### src/design/assert_macros.svh
`ifndef ASSERT_MACROS_SVH
`define ASSERT_MACROS_SVH

// same-cycle implication, checked at every rising edge out of reset
`ifndef ASSERT_OFF
`define ASSERT_IMPL(lbl, clk, rst_n, ante, cons) \
  lbl: assert property (@(posedge clk) disable iff (!rst_n) (ante) |-> (cons)) \
    else $error("assertion failed");
`else
`define ASSERT_IMPL(lbl, clk, rst_n, ante, cons)
`endif

// next-cycle implication
`ifndef ASSERT_OFF
`define ASSERT_NEXT(lbl, clk, rst_n, ante, cons) \
  lbl: assert property (@(posedge clk) disable iff (!rst_n) (ante) |=> (cons)) \
    else $error("assertion failed");
`else
`define ASSERT_NEXT(lbl, clk, rst_n, ante, cons)
`endif

`endif

### src/design/rpg_pkg.sv
package rpg_pkg;

  localparam int MaxPixels = 64;
  localparam int IdxW      = $clog2(MaxPixels);
  localparam int CountW    = IdxW + 1;
  localparam int ChanW     = 8;
  localparam int ColorW    = 4 * ChanW;
  localparam int CfgIdxW   = 3;
  localparam int CfgDataW  = 32;
  localparam int MsW       = 16;

  typedef enum logic [CfgIdxW-1:0] {
    CFG_PIXEL_COUNT    = 3'd0,
    CFG_BRIGHTNESS     = 3'd1,
    CFG_FRAME_DELAY_MS = 3'd2,
    CFG_HUE_STEP       = 3'd3,
    CFG_BAND_DELAY_MS  = 3'd4,
    CFG_BAND_STEP      = 3'd5,
    CFG_RUN_LENGTH_MS  = 3'd6,
    CFG_RESTORE_COLOR  = 3'd7
  } cfg_reg_e;

  localparam logic ActionTick  = 1'b0;
  localparam logic ActionStart = 1'b1;

endpackage

### src/design/rpg_if.sv
interface rpg_in_if;
  logic                     valid;
  logic                     ready;
  logic                     action;
  logic [rpg_pkg::CountW-1:0] band_length;

  modport source (output valid, action, band_length, input ready);
  modport sink   (input valid, action, band_length, output ready);
endinterface

interface rpg_out_if;
  logic                       valid;
  logic                       ready;
  logic [rpg_pkg::IdxW-1:0]   pixel_index;
  logic [rpg_pkg::ColorW-1:0] pixel_color;
  logic                       last;

  modport source (output valid, pixel_index, pixel_color, last, input ready);
  modport sink   (input valid, pixel_index, pixel_color, last, output ready);
endinterface

### src/design/rainbow_pixel_generator.sv
// rainbow pixel generator for a WRGB led strip. each input transaction is either a start
// command (loads the white band from band_length, clears hue and timers, arms the run) or a
// one-millisecond tick. a tick while running bumps the timers and may emit a whole frame of
// pixel_count transactions (clamped to 1..64) on the output, pixel 0 first, last set on the
// final pixel; when the run time is used up the frame carries restore_color and the block
// stops. the block handles one input transaction at a time and drops ready until its frame
// is fully delivered and the band ends are wrapped. a frame of n pixels is built one pixel at
// a time: a single shared 9-bit subtractor works out i*256/n by repeated subtraction (at most
// 256 subtractions over the frame), then one multiplier scales the four channels one per
// cycle, then the same subtractor reduces band head and tail modulo n. a restore frame skips
// these steps. configuration is written through a plain write port; the user must write it
// only while idle, and the block itself does not enforce this.
module rainbow_pixel_generator (
  input  logic                        clk_i,
  input  logic                        rst_ni,
  rpg_in_if.sink                      item_i,
  rpg_out_if.source                   pixel_o,
  input  logic                        cfg_we_i,
  input  logic [rpg_pkg::CfgIdxW-1:0] cfg_idx_i,
  input  logic [rpg_pkg::CfgDataW-1:0] cfg_data_i
);

`include "assert_macros.svh"

  localparam int IdxW   = rpg_pkg::IdxW;
  localparam int CountW = rpg_pkg::CountW;
  localparam int ChanW  = rpg_pkg::ChanW;
  localparam int MsW    = rpg_pkg::MsW;
  localparam int PosW   = CountW + 1;   // band position before modulo
  localparam int RemW   = ChanW + 1;    // division remainder plus 256

  typedef enum logic [2:0] {
    S_IDLE,
    S_DIV,
    S_COLOR,
    S_SCALE,
    S_PIX,
    S_RESTORE,
    S_MOD_HEAD,
    S_MOD_TAIL
  } state_e;

  // configuration registers
  logic [CountW-1:0]          pixel_count_q;
  logic [ChanW-1:0]           brightness_q;
  logic [MsW-1:0]             frame_delay_q;
  logic [ChanW-1:0]           hue_step_q;
  logic [MsW-1:0]             band_delay_q;
  logic [IdxW-1:0]            band_step_q;
  logic [MsW-1:0]             run_length_q;
  logic [rpg_pkg::ColorW-1:0] restore_color_q;

  // animation state
  state_e            state_q;
  logic              running_q;
  logic [MsW-1:0]    elapsed_q;
  logic [MsW-1:0]    since_frame_q;
  logic [MsW-1:0]    since_band_q;
  logic              move_pend_q;
  logic [PosW-1:0]   head_q;
  logic [PosW-1:0]   tail_q;
  logic [ChanW-1:0]  hue_q;

  // frame sequencer
  logic [IdxW-1:0]            idx_q;
  logic [ChanW-1:0]           quot_q;
  logic [RemW-1:0]            rem_q;
  logic [1:0]                 ch_q;
  logic [ChanW-1:0]           xval_q [4];
  logic [rpg_pkg::ColorW-1:0] color_q;
  logic                       out_valid_q;
  logic                       last_q;

  logic [CountW-1:0] eff_n;
  logic              item_acc;
  logic              pix_acc;
  logic [CountW-1:0] start_head;
  logic              idx_at_end;

  // shared subtractor
  logic [RemW-1:0] sub_a;
  logic [RemW-1:0] sub_b;
  logic [RemW-1:0] sub_diff;
  logic            sub_ge;

  // timer increments for the tick
  logic [MsW-1:0] elapsed_inc;
  logic [MsW-1:0] since_frame_inc;
  logic [MsW-1:0] since_band_inc;

  // colour wheel
  logic [ChanW-1:0] pos;
  logic [ChanW-1:0] wp;
  logic [ChanW-1:0] wq;
  logic [ChanW+1:0] wq3;
  logic [ChanW-1:0] tq;
  logic [ChanW-1:0] wr;
  logic [ChanW-1:0] wg;
  logic [ChanW-1:0] wb;
  logic [PosW-1:0]  idx_pos;
  logic             in_band;
  logic [ChanW-1:0] scaled;

  // clamp the strip length into one..max
  always_comb begin
    if (pixel_count_q == '0) begin
      eff_n = CountW'(1);
    end else if (pixel_count_q > CountW'(rpg_pkg::MaxPixels)) begin
      eff_n = CountW'(rpg_pkg::MaxPixels);
    end else begin
      eff_n = pixel_count_q;
    end
  end

  assign item_i.ready = (state_q == S_IDLE);
  assign item_acc     = item_i.valid && item_i.ready;
  assign pix_acc      = pixel_o.valid && pixel_o.ready;

  // band head on start wraps within 7 bits, zero length gives 127
  assign start_head = item_i.band_length - CountW'(1);
  assign idx_at_end = (CountW'(idx_q) + CountW'(1) == eff_n);

  assign pixel_o.valid       = out_valid_q;
  assign pixel_o.pixel_index = idx_q;
  assign pixel_o.pixel_color = color_q;
  assign pixel_o.last        = last_q;

  // subtractor operands: remainder in the divide loop, band ends in the modulo passes
  always_comb begin
    sub_b = RemW'(eff_n);
    case (state_q)
      S_MOD_HEAD: sub_a = RemW'(head_q);
      S_MOD_TAIL: sub_a = RemW'(tail_q);
      default:    sub_a = rem_q;
    endcase
    sub_diff = sub_a - sub_b;
    sub_ge   = (sub_a >= sub_b);
  end

  // saturating millisecond counters
  assign elapsed_inc     = (elapsed_q == '1) ? elapsed_q : elapsed_q + MsW'(1);
  assign since_frame_inc = (since_frame_q == '1) ? since_frame_q : since_frame_q + MsW'(1);
  assign since_band_inc  = (since_band_q == '1) ? since_band_q : since_band_q + MsW'(1);

  // wheel position and band membership for the current pixel
  always_comb begin
    pos = quot_q + hue_q;
    wp  = ~pos;
    wr  = '0;
    wg  = '0;
    wb  = '0;
    if (wp < ChanW'(85)) begin
      wq = wp;
    end else if (wp < ChanW'(170)) begin
      wq = wp - ChanW'(85);
    end else begin
      wq = wp - ChanW'(170);
    end
    wq3 = 10'(wq) * 10'd3;
    tq  = wq3[ChanW-1:0];
    if (wp < ChanW'(85)) begin
      wr = ChanW'(255) - tq;
      wb = tq;
    end else if (wp < ChanW'(170)) begin
      wg = tq;
      wb = ChanW'(255) - tq;
    end else begin
      wr = tq;
      wg = ChanW'(255) - tq;
    end
    idx_pos = PosW'(idx_q);
    if (tail_q <= head_q) begin
      in_band = (idx_pos >= tail_q) && (idx_pos <= head_q);
    end else begin
      in_band = (idx_pos >= tail_q) || (idx_pos <= head_q);
    end
  end

  rpg_scale u_scale (
    .x_i    (xval_q[ch_q]),
    .gain_i (brightness_q),
    .y_o    (scaled)
  );

  // configuration write port
  always_ff @(posedge clk_i or negedge rst_ni) begin
    if (!rst_ni) begin
      pixel_count_q   <= CountW'(64);
      brightness_q    <= ChanW'(255);
      frame_delay_q   <= MsW'(10);
      hue_step_q      <= ChanW'(1);
      band_delay_q    <= MsW'(10);
      band_step_q     <= IdxW'(1);
      run_length_q    <= '0;
      restore_color_q <= '0;
    end else if (cfg_we_i) begin
      unique case (cfg_idx_i)
        rpg_pkg::CFG_PIXEL_COUNT:    pixel_count_q   <= cfg_data_i[CountW-1:0];
        rpg_pkg::CFG_BRIGHTNESS:     brightness_q    <= cfg_data_i[ChanW-1:0];
        rpg_pkg::CFG_FRAME_DELAY_MS: frame_delay_q   <= cfg_data_i[MsW-1:0];
        rpg_pkg::CFG_HUE_STEP:       hue_step_q      <= cfg_data_i[ChanW-1:0];
        rpg_pkg::CFG_BAND_DELAY_MS:  band_delay_q    <= cfg_data_i[MsW-1:0];
        rpg_pkg::CFG_BAND_STEP:      band_step_q     <= cfg_data_i[IdxW-1:0];
        rpg_pkg::CFG_RUN_LENGTH_MS:  run_length_q    <= cfg_data_i[MsW-1:0];
        rpg_pkg::CFG_RESTORE_COLOR:  restore_color_q <= cfg_data_i[rpg_pkg::ColorW-1:0];
      endcase
    end
  end

  // sequencer
  always_ff @(posedge clk_i or negedge rst_ni) begin
    if (!rst_ni) begin
      state_q       <= S_IDLE;
      running_q     <= 1'b0;
      elapsed_q     <= '0;
      since_frame_q <= '0;
      since_band_q  <= '0;
      move_pend_q   <= 1'b0;
      head_q        <= '0;
      tail_q        <= '0;
      hue_q         <= '0;
      idx_q         <= '0;
      quot_q        <= '0;
      rem_q         <= '0;
      ch_q          <= '0;
      xval_q        <= '{default: '0};
      color_q       <= '0;
      out_valid_q   <= 1'b0;
      last_q        <= 1'b0;
    end else begin
      unique case (state_q)
        S_IDLE: begin
          if (item_acc) begin
            if (item_i.action == rpg_pkg::ActionStart) begin
              head_q        <= PosW'(start_head);
              tail_q        <= '0;
              hue_q         <= '0;
              elapsed_q     <= '0;
              since_frame_q <= '0;
              since_band_q  <= '0;
              move_pend_q   <= 1'b1;
              running_q     <= 1'b1;
            end else if (running_q) begin
              elapsed_q     <= elapsed_inc;
              since_band_q  <= since_band_inc;
              idx_q         <= '0;
              if (run_length_q != '0 && elapsed_inc >= run_length_q) begin
                // run over: restore frame, nothing else moves
                since_frame_q <= since_frame_inc;
                running_q     <= 1'b0;
                color_q       <= restore_color_q;
                last_q        <= (eff_n == CountW'(1));
                out_valid_q   <= 1'b1;
                state_q       <= S_RESTORE;
              end else if (since_frame_inc > frame_delay_q) begin
                since_frame_q <= '0;
                quot_q        <= '0;
                rem_q         <= '0;
                state_q       <= S_DIV;
              end else begin
                since_frame_q <= since_frame_inc;
              end
            end
          end
        end

        S_DIV: begin
          // quot ends at floor(idx*256/n), rem carries over to the next pixel
          if (sub_ge) begin
            rem_q  <= sub_diff;
            quot_q <= quot_q + ChanW'(1);
          end else begin
            state_q <= S_COLOR;
          end
        end

        S_COLOR: begin
          if (in_band) begin
            xval_q <= '{ChanW'(255), ChanW'(0), ChanW'(0), ChanW'(0)};
          end else begin
            xval_q <= '{ChanW'(0), wr, wg, wb};
          end
          ch_q    <= '0;
          state_q <= S_SCALE;
        end

        S_SCALE: begin
          // byte lane 3 - ch: white, red, green, blue
          color_q[(3 - ch_q) * ChanW +: ChanW] <= scaled;
          ch_q <= ch_q + 2'd1;
          if (ch_q == 2'd3) begin
            last_q      <= idx_at_end;
            out_valid_q <= 1'b1;
            state_q     <= S_PIX;
          end
        end

        S_PIX: begin
          if (pix_acc) begin
            out_valid_q <= 1'b0;
            if (last_q) begin
              if (move_pend_q || since_band_q > band_delay_q) begin
                head_q       <= head_q + PosW'(band_step_q);
                tail_q       <= tail_q + PosW'(band_step_q);
                since_band_q <= '0;
                move_pend_q  <= 1'b0;
              end
              hue_q   <= hue_q + hue_step_q;
              state_q <= S_MOD_HEAD;
            end else begin
              idx_q   <= idx_q + IdxW'(1);
              rem_q   <= rem_q + RemW'(256);
              state_q <= S_DIV;
            end
          end
        end

        S_RESTORE: begin
          if (pix_acc) begin
            if (last_q) begin
              out_valid_q <= 1'b0;
              state_q     <= S_IDLE;
            end else begin
              idx_q  <= idx_q + IdxW'(1);
              last_q <= (CountW'(idx_q) + CountW'(1) == eff_n - CountW'(1));
            end
          end
        end

        S_MOD_HEAD: begin
          if (sub_ge) begin
            head_q <= sub_diff[PosW-1:0];
          end else begin
            state_q <= S_MOD_TAIL;
          end
        end

        S_MOD_TAIL: begin
          if (sub_ge) begin
            tail_q <= sub_diff[PosW-1:0];
          end else begin
            state_q <= S_IDLE;
          end
        end

        default: begin
          state_q <= S_IDLE;
        end
      endcase
    end
  end

  // input side and output side are never both open
  `ASSERT_IMPL(a_no_overlap, clk_i, rst_ni, item_i.ready, !pixel_o.valid)
  // the flagged pixel is the last one of the strip
  `ASSERT_IMPL(a_last_index, clk_i, rst_ni, pixel_o.valid && pixel_o.last, idx_at_end)
  // a frame ends cleanly once its last transaction leaves
  `ASSERT_NEXT(a_frame_end, clk_i, rst_ni, pixel_o.valid && pixel_o.ready && pixel_o.last, !pixel_o.valid)

endmodule

### src/design/rpg_scale.sv
module rpg_scale (
  input  logic [rpg_pkg::ChanW-1:0] x_i,
  input  logic [rpg_pkg::ChanW-1:0] gain_i,
  output logic [rpg_pkg::ChanW-1:0] y_o
);

  logic [2*rpg_pkg::ChanW-1:0] prod;
  logic [2*rpg_pkg::ChanW:0]   corr;

  // floor(prod / 255) for any product of two 8-bit values
  assign prod = x_i * gain_i;
  assign corr = {1'b0, prod} + {{(rpg_pkg::ChanW+1){1'b0}}, prod[2*rpg_pkg::ChanW-1 -: rpg_pkg::ChanW]}
              + {{(2*rpg_pkg::ChanW){1'b0}}, 1'b1};
  assign y_o  = corr[2*rpg_pkg::ChanW-1 -: rpg_pkg::ChanW];

endmodule

### src/flat_wrapper.sv
// flat-port wrapper written by rule: the top's interface ports become plain ports
module rainbow_pixel_generator_flat 
  (clk_i, rst_ni, cfg_we_i, cfg_idx_i, cfg_data_i, item_i_valid, item_i_action, item_i_band_length, item_i_ready, pixel_o_valid, pixel_o_pixel_index, pixel_o_pixel_color, pixel_o_last, pixel_o_ready);
  rpg_in_if item_i_i ();
  rpg_out_if pixel_o_i ();
  input  logic clk_i;
  input  logic rst_ni;
  input  logic cfg_we_i;
  input  logic [rpg_pkg::CfgIdxW-1:0] cfg_idx_i;
  input  logic [rpg_pkg::CfgDataW-1:0] cfg_data_i;
  input wire logic [$bits(item_i_i.valid)-1:0] item_i_valid;
  input wire logic [$bits(item_i_i.action)-1:0] item_i_action;
  input wire logic [$bits(item_i_i.band_length)-1:0] item_i_band_length;
  output wire logic [$bits(item_i_i.ready)-1:0] item_i_ready;
  output wire logic [$bits(pixel_o_i.valid)-1:0] pixel_o_valid;
  output wire logic [$bits(pixel_o_i.pixel_index)-1:0] pixel_o_pixel_index;
  output wire logic [$bits(pixel_o_i.pixel_color)-1:0] pixel_o_pixel_color;
  output wire logic [$bits(pixel_o_i.last)-1:0] pixel_o_last;
  input wire logic [$bits(pixel_o_i.ready)-1:0] pixel_o_ready;
  assign item_i_i.valid = item_i_valid;
  assign item_i_i.action = item_i_action;
  assign item_i_i.band_length = item_i_band_length;
  assign item_i_ready = item_i_i.ready;
  assign pixel_o_valid = pixel_o_i.valid;
  assign pixel_o_pixel_index = pixel_o_i.pixel_index;
  assign pixel_o_pixel_color = pixel_o_i.pixel_color;
  assign pixel_o_last = pixel_o_i.last;
  assign pixel_o_i.ready = pixel_o_ready;
  rainbow_pixel_generator u_core (.clk_i(clk_i), .rst_ni(rst_ni), .item_i(item_i_i), .pixel_o(pixel_o_i), .cfg_we_i(cfg_we_i), .cfg_idx_i(cfg_idx_i), .cfg_data_i(cfg_data_i));
endmodule
### config.mk
export PLATFORM = sky130hd
export DESIGN_NAME = rainbow_pixel_generator_flat
export DESIGN_NICKNAME = d
export VERILOG_FILES = /design/src/design/rpg_pkg.sv /design/src/design/rpg_if.sv /design/src/design/rainbow_pixel_generator.sv /design/src/design/rpg_scale.sv /design/src/flat_wrapper.sv
export VERILOG_INCLUDE_DIRS = /design/src /design/src/design
export SDC_FILE = /design/constraint.sdc
export NUM_CORES = 1
export LEC_CHECK = 0
export ABC_CLOCK_PERIOD_IN_PS = 8780
export BUFFER_PORTS_ARGS = -buffer_cell sky130_fd_sc_hd__buf_2
export CAP_MARGIN = 25
export CELL_PAD_IN_SITES_DETAIL_PLACEMENT = 0
export CELL_PAD_IN_SITES_GLOBAL_PLACEMENT = 1
export CORE_MARGIN = 5
export CORE_UTILIZATION = 47
export DETAILED_ROUTE_END_ITERATION = 7
export GPL_TIMING_DRIVEN = 0
export HOLD_SLACK_MARGIN = 0.05
export PLACE_DENSITY = 0.89
export SETUP_SLACK_MARGIN = 0.4
export SYNTH_ARGS = -nofsm -noshare
export SYNTH_HDL_FRONTEND = slang
export SYNTH_HIERARCHICAL = 1
export SYNTH_SLANG_ARGS = --single-unit
### constraint.sdc
create_clock -name clk_i -period 8.78 [get_ports clk_i]
set_clock_uncertainty 0.2 [all_clocks]
set_input_delay 0.439 -clock clk_i [delete_from_list [all_inputs] [get_ports clk_i]]
set_output_delay 0.439 -clock clk_i [all_outputs]
set_load 0.01 [all_outputs]
## Yosys cells after proc, flatten, opt, wreduce, memory -nomap -nowiden

Index checks and enable logic that the tools add are counted.

- $add $sub $neg: 22
- Multipliers: 2
- $lt $le $gt $ge: 11
- Equality and inequality tests: 46
- Shift operators: 2
- Muxes and demuxes: 117
- Bitwise gates (word level): 2
- Reduce and logical (&&, ||, !) cells: 44

Operator list:

| cell | number |
|---|---|
| 2-to-1 mux 16 bit | 15 |
| 2-to-1 mux 8 bit | 29 |
| 2-to-1 mux 32 bit | 5 |
| 2-to-1 mux 9 bit | 8 |
| adder 16 x 1 -> 16 bit (second input constant) | 4 |
| one-hot mux 32 bit (2 select lines) | 1 |
| == test 16 bit (second input constant) | 3 |
| one-hot mux 8 bit (3 select lines) | 2 |
| 2-to-1 mux 3 bit | 13 |
| AND reduction 7 bit | 5 |
| negator 32 -> 34 bit | 1 |
| variable shift 8 x 34 -> 32 bit (first input constant) | 1 |
| variable part select 8 x 34 -> 32 bit | 1 |
| bitwise mux 32 bit | 1 |
| greater-than comparator 16 bit | 2 |
| one-hot mux 16 bit (2 select lines) | 1 |
| one-hot mux 8 bit (2 select lines) | 2 |
| 2-to-1 mux 6 bit | 5 |
| one-hot mux 9 bit (3 select lines) | 1 |
| == test 3 bit (second input constant) | 8 |
| 2-to-1 mux 1 bit | 24 |
| inequality test 2 bit (second input constant) | 12 |
| one-hot mux 3 bit (8 select lines) | 1 |
| inequality test 2 x 1 -> 1 bit (second input constant) | 10 |
| 56 further kinds | 91 |

- Bits in registers: 277
- Bits of input ports: 48
- Output and inout bits: 41
- Word-level logic and storage cells: 274

## Logic depth before layout (Yosys ltp)

- Word-level depth: 10
- Depth in mapped cells: 29
- Gate-level depth less buffers: 28

## Modules after synthesis

The synthesis kept the hierarchy.

Modules (own cells, without submodules):

| module | times used | cells each | area an instance (um2) | sequential area each (um2) |
|---|---|---|---|---|
| rainbow_pixel_generator | 1 | 1767 | 17207.8 | 6775.2 |
| rpg_scale | 1 | 295 | 2556.2 | 0.0 |

## Least setup slack after synthesis

Ideal clock, no wire load.

- Kind: register to register
- From: register u_core.ch_q[0]
- To: register u_core.color_q, in the netlist u_core/pixel_o.pixel_color[26]
- Data arrival time: 7.234 ns
- Path slack: 1.222 ns
- Cell stages (with the launch flop): 28
- Path buffers: 1
- Clock period less this slack: 7.558 ns
- Cells stage by stage: dfrtp_1 > buf_1 > mux4_2 > nand2_1 > fa_1 > fa_1 > inv_1 > fa_1 > inv_1 > fa_1 > inv_1 > ha_1 > and2_4 > a221o_1 > o21a_1 > o21a_1 > nor2_1 > xnor2_1 > ha_1 > a21o_1 > a211oi_1 > o211ai_2 > a31oi_1 > o31ai_4 > nand3_1 > xnor2_1 > a22o_1 > mux2_2

- Word-level cells in the longest chain between the ends: 10

RTL lines:

| what | line | source |
|---|---|---|
| start: declaration | rainbow_pixel_generator.sv:68 | `logic [1:0] ch_q;` |
| start signal: assignment | rainbow_pixel_generator.sv:290 | `ch_q <= ch_q + 2'd1;` |
| NOT 2 -> 3 bit (not written as such) | rainbow_pixel_generator.sv:180 | `.x_i (xval_q[ch_q]),` |
| binary-select mux 8 bit (select 2 bit) | rainbow_pixel_generator.sv:180 |  |
| 2-to-1 mux 8 bit (not written as such) (2 in a row) | rainbow_pixel_generator.sv:180 |  |
| multiplier 8 x 8 -> 16 bit | rpg_scale.sv:11 | `assign prod = x_i * gain_i;` |
| adder 16 x 8 -> 16 bit | rpg_scale.sv:12 | `assign corr = {1'b0, prod} + {{(rpg_pkg::ChanW+1){1'b0}}, prod[2*rpg_pkg::ChanW-1 -: rpg_pkg::ChanW]}` |
| adder 16 x 1 -> 16 bit | rpg_scale.sv:13 | `+ {{(2*rpg_pkg::ChanW){1'b0}}, 1'b1};` |
| via u_core.scaled[2] | rainbow_pixel_generator.sv:102 | `logic [ChanW-1:0] scaled;` |
| variable part select 8 x 34 -> 32 bit | rainbow_pixel_generator.sv:289 | `color_q[(3 - ch_q) * ChanW +: ChanW] <= scaled;` |
| bitwise mux 32 bit | rainbow_pixel_generator.sv:289 |  |
| one-hot mux 32 bit (2 select lines) | rainbow_pixel_generator.sv:231 | `unique case (state_q)` |
| end signal: assignment | rainbow_pixel_generator.sv:251 | `color_q <= restore_color_q;` |
| end signal: indexed assignment | rainbow_pixel_generator.sv:289 |  |
| end: declaration | rainbow_pixel_generator.sv:70 | `logic [rpg_pkg::ColorW-1:0] color_q;` |

The timed path passes the listed nets, and every way through them passes these cells. The select of a mux whose other input is x is not followed.
A chain may end at the register's enable or synchronous reset.

## Worst setup path after layout

- From: register u_core.ch_q[0]
- To: register u_core.color_q, in the netlist u_core/pixel_o.pixel_color[25]

The elaborated chain is that of the path after synthesis.

==> flow_summary.yaml <==
hold_path:
  worstHoldStart: "item_i_band_length[5]"
  worstHoldEndpoint: "u_core/head_q[5]$_DFFE_PN0P_"
  hold_depth: 4
  hold_class: "in -> reg"
run:
  drv_cap: 0
cells_and_area:
  seqCellArea_sq_um: 6780
  antenna_cells: 0
  final_net_count: 2481
  areaGrowthSynthToFinish_pct: 13.4
  drive_above_1_share: 0.153
  multi_input_area_sq_um: 12100
  n_fill_cell: 3675
synth:
  yosys.area.top_type_share: 0.323
  yosysTopAreaCell: "dfrtp_1"
  synth.area.top_cells: "dfrtp_1, ha_1, mux2_2, fa_1, o21ai_0"
  yosysWarnings: 6
  syn_area_sq_um: 19800
  synth_edf_count: 0
  ys.flop_type: "dfrtp_1"
  seq_area_frac_synth: 0.343
  avgSynthCellArea_sq_um: 9.58
  synth_cells: 2062
  synthDistinctLibCells: 98
  async_flop_share: 1.00
  ys_ff_latch: 270
  synth_fp_nets: 2318
  yosys-top-cells-count: "dfrtp_1, inv_1, ha_1"
  synth_most_common_cell: "dfrtp_1"
grt:
  antenna_found_initial: 0
  grt.busiest_layer: "met2"
  grt_start_max_net_pins: 125
  grt_pass1_wl_um: 86800
  grt_usage: 0.225
  grtUsageMet1: 0.310
  use_met3: 0.0355
  overflow: 0
  met2_usage: 0.373
  first_global_vias: 16265
routing:
  wl_um: 53100
  wl_per_cell_um: 19.0
  dr.pass1.iters: 7
  vias: 16411
  drtIter0Drc: 1638
  viasPerCell: 5.89
  drc_errors: 0
  final_antenna_net_count: 0
die:
  floorplan.die.height_um: 215
  initial_core_util: 0.473
  fp.coreArea_sq_um: 41800
  num_rows: 75
  io_pins: 89
  fp.dieArea_sq_um: 46300
  fp.dieW_um: 215
sta:
  finalSetupTns_ns: 0
  setup_violations: 0
  fin_crit_sh: 0.907
  tightest_slew_ns: 1.04
  slew_viol_final: 0
  slew_headroom: 0.302
  rsz0062_at_grt: "false"
  fin_crit_ns: 7.97
  hold_viol_final: 0
  clock.fmax_mhz: 126
worst_setup_path:
  reg2reg_to: "u_core/pixel_o.pixel_color[25]$_DFFE_PN0P_"
  worstPathBufferInverterCount: 4
  critPathMostFrequentCell: "fa_1"
  critPathSlowestCell: "xnor2_1"
  worstSetupPathType: "reg -> reg"
  crit_fanout: 10
  critical_path.startpoint_type: "register"
  ff2ff_path_depth: 27
  cp-end-kind: "register"
  crit_family: "adder cells"
  arrival_ns: 8.29
  worstPathRequired_ns: 9.10
  reg2reg_slack_ns: 0.81
  worstReg2RegStart: "u_core/ch_q[0]$_DFFE_PN0P_"
  critPathMaxStageDelay_ns: 0.71
cts:
  numCtsBuffers: 31
  cts_tree: "built"
  clk_path_buf_depth: 3
  clkTransAtPathRegs_ns: 0.06
  root_buffer: "clkbuf_16"
  post_cts_buffers: 0
  clock-sinks: 270
  htreeDepth: 1
  clock_latency_ns: 0.59
placed_design:
  io_buffers: 85
  place_congestion: 0.908
  dp_hpwl_um: 39400
run_status:
  status: "finished, final reports clean"
-- how the worst max path moves through the flow --
stage | end | cells after the start | from | slack (ns)
after floorplan | u_core/pixel_o.pixel_color[26]$_DFFE_PN0P_ | 27 | u_core/ch_q[0]$_DFFE_PN0P_ | 1.22
after global placement | u_core/pixel_o.pixel_color[30]$_DFFE_PN0P_ | 28 | u_core/ch_q[0]$_DFFE_PN0P_ | 0.18
after detailed placement | u_core/pixel_o.pixel_color[30]$_DFFE_PN0P_ | 28 | u_core/ch_q[0]$_DFFE_PN0P_ | 0.08
after CTS | u_core/pixel_o.pixel_color[30]$_DFFE_PN0P_ | 28 | u_core/ch_q[0]$_DFFE_PN0P_ | 0.48
after global routing | u_core/pixel_o.pixel_color[14]$_DFFE_PN0P_ | 28 | u_core/ch_q[0]$_DFFE_PN0P_ | 0.44
final | u_core/pixel_o.pixel_color[25]$_DFFE_PN0P_ | 27 | u_core/ch_q[0]$_DFFE_PN0P_ | 0.81
-- worst register-to-register path, cell delays in order, from the launching register on --
cell and delay (ns):
dfrtp_2 0.47, buf_4 0.25, mux4_2 0.63, nand2_1 0.14, fa_1 0.45, fa_1 0.56, inv_1 0.06, fa_1 0.53
inv_1 0.05, fa_1 0.53, inv_1 0.04, ha_1 0.35, and2_4 0.17, a221o_1 0.39, o21a_1 0.25, o21a_1 0.18
nor2_1 0.11, xnor2_1 0.12, ha_1 0.32, a21o_1 0.11, a211oi_1 0.09, a21oi_1 0.25, nand2_1 0.11, nor3_2 0.30
o21ai_1 0.13, xnor2_1 0.71, a22o_1 0.24, mux2_2 0.15
-- cell type report --
type	count	share of cell area
multi-input cells	1553	0.539
inverters	175	0.0293
clock inverters	16	0.00798
well taps	539	0.0301
flip-flops and latches	270	0.302
clock buffers	41	0.0394
plain buffers	64	0.0119
repair buffers	130	0.0397
-- flip-flops by register name (all words and copies together) (netlist names), 8 cells and up --
signal,count
u_core/pixel_o.pixel_color,32
u_core/restore_color_q,32
u_core/xval_q,25
u_core/band_delay_q,16
u_core/elapsed_q,16
u_core/frame_delay_q,16
u_core/run_length_q,16
u_core/since_band_q,16
u_core/since_frame_q,16
u_core/rem_q,9
u_core/brightness_q,8
u_core/head_q,8
u_core/hue_q,8
u_core/hue_step_q,8
u_core/quot_q,8
u_core/tail_q,8
-- layer usage --
metal  up-vias  share of wire
met5         -              0
met4         0          0.031
met3       111          0.055
met2       476           0.47
met1      8073           0.45
li1       7751              -
-- placed cells by master, fill, tap and decap left out, drive strengths merged, types with 68 or more instances in the layout --
cell | Yosys | routed
dfrtp | 255 | 255
inv | 174 | 175
ha | 167 | 167
nand2 | 157 | 157
o21ai | 143 | 143
mux2 | 120 | 120
buf | 8 | 105
a21oi | 99 | 99
clkbuf | 56 | 98
nor2 | 96 | 96
a22o | 74 | 74
nand3 | 68 | 68
-- stage by stage --
| step | instance area, sq um | hold WS (ns) | instances | utilization | worst slack (ns) |
|---|---|---|---|---|---|
| 2_1_floorplan | 19800 | -0.0566 | 2062 | - | 1.22 |
| 3_3_place_gp | 20900 | 0.255 | 2686 | 0.500 | 0.182 |
| 3_5_place_dp | 21000 | 0.223 | 2698 | 0.503 | 0.0818 |
| 4_1_cts | 22400 | 0.0634 | 2787 | 0.537 | 0.475 |
| 5_1_grt | 22400 | 0.110 | 2788 | 0.537 | 0.442 |
| 6_report | 22400 | 0.0762 | 2788 | 0.537 | 0.814 |
-- logic make-up after synthesis --
logic type,Yosys count,synth area share
compound gates,517,0.179
xor+xnor,92,0.0432
fa+ha+maj,208,0.147
buf+inv,239,0.0466
flops,270,0.343
mux,157,0.0926
simple gates,579,0.149
-- repair_timing --
action,4_1_cts,5_1_grt
endpoints found under the setup margin,6,16
cloned,0,0
hold buffers,32,0
hold endpoints to repair,117,0
resized for setup,2,5
Power is left out: the tool's default activity adds up to more than one toggle a clock period on the data nets, which glitch-free logic cannot reach.
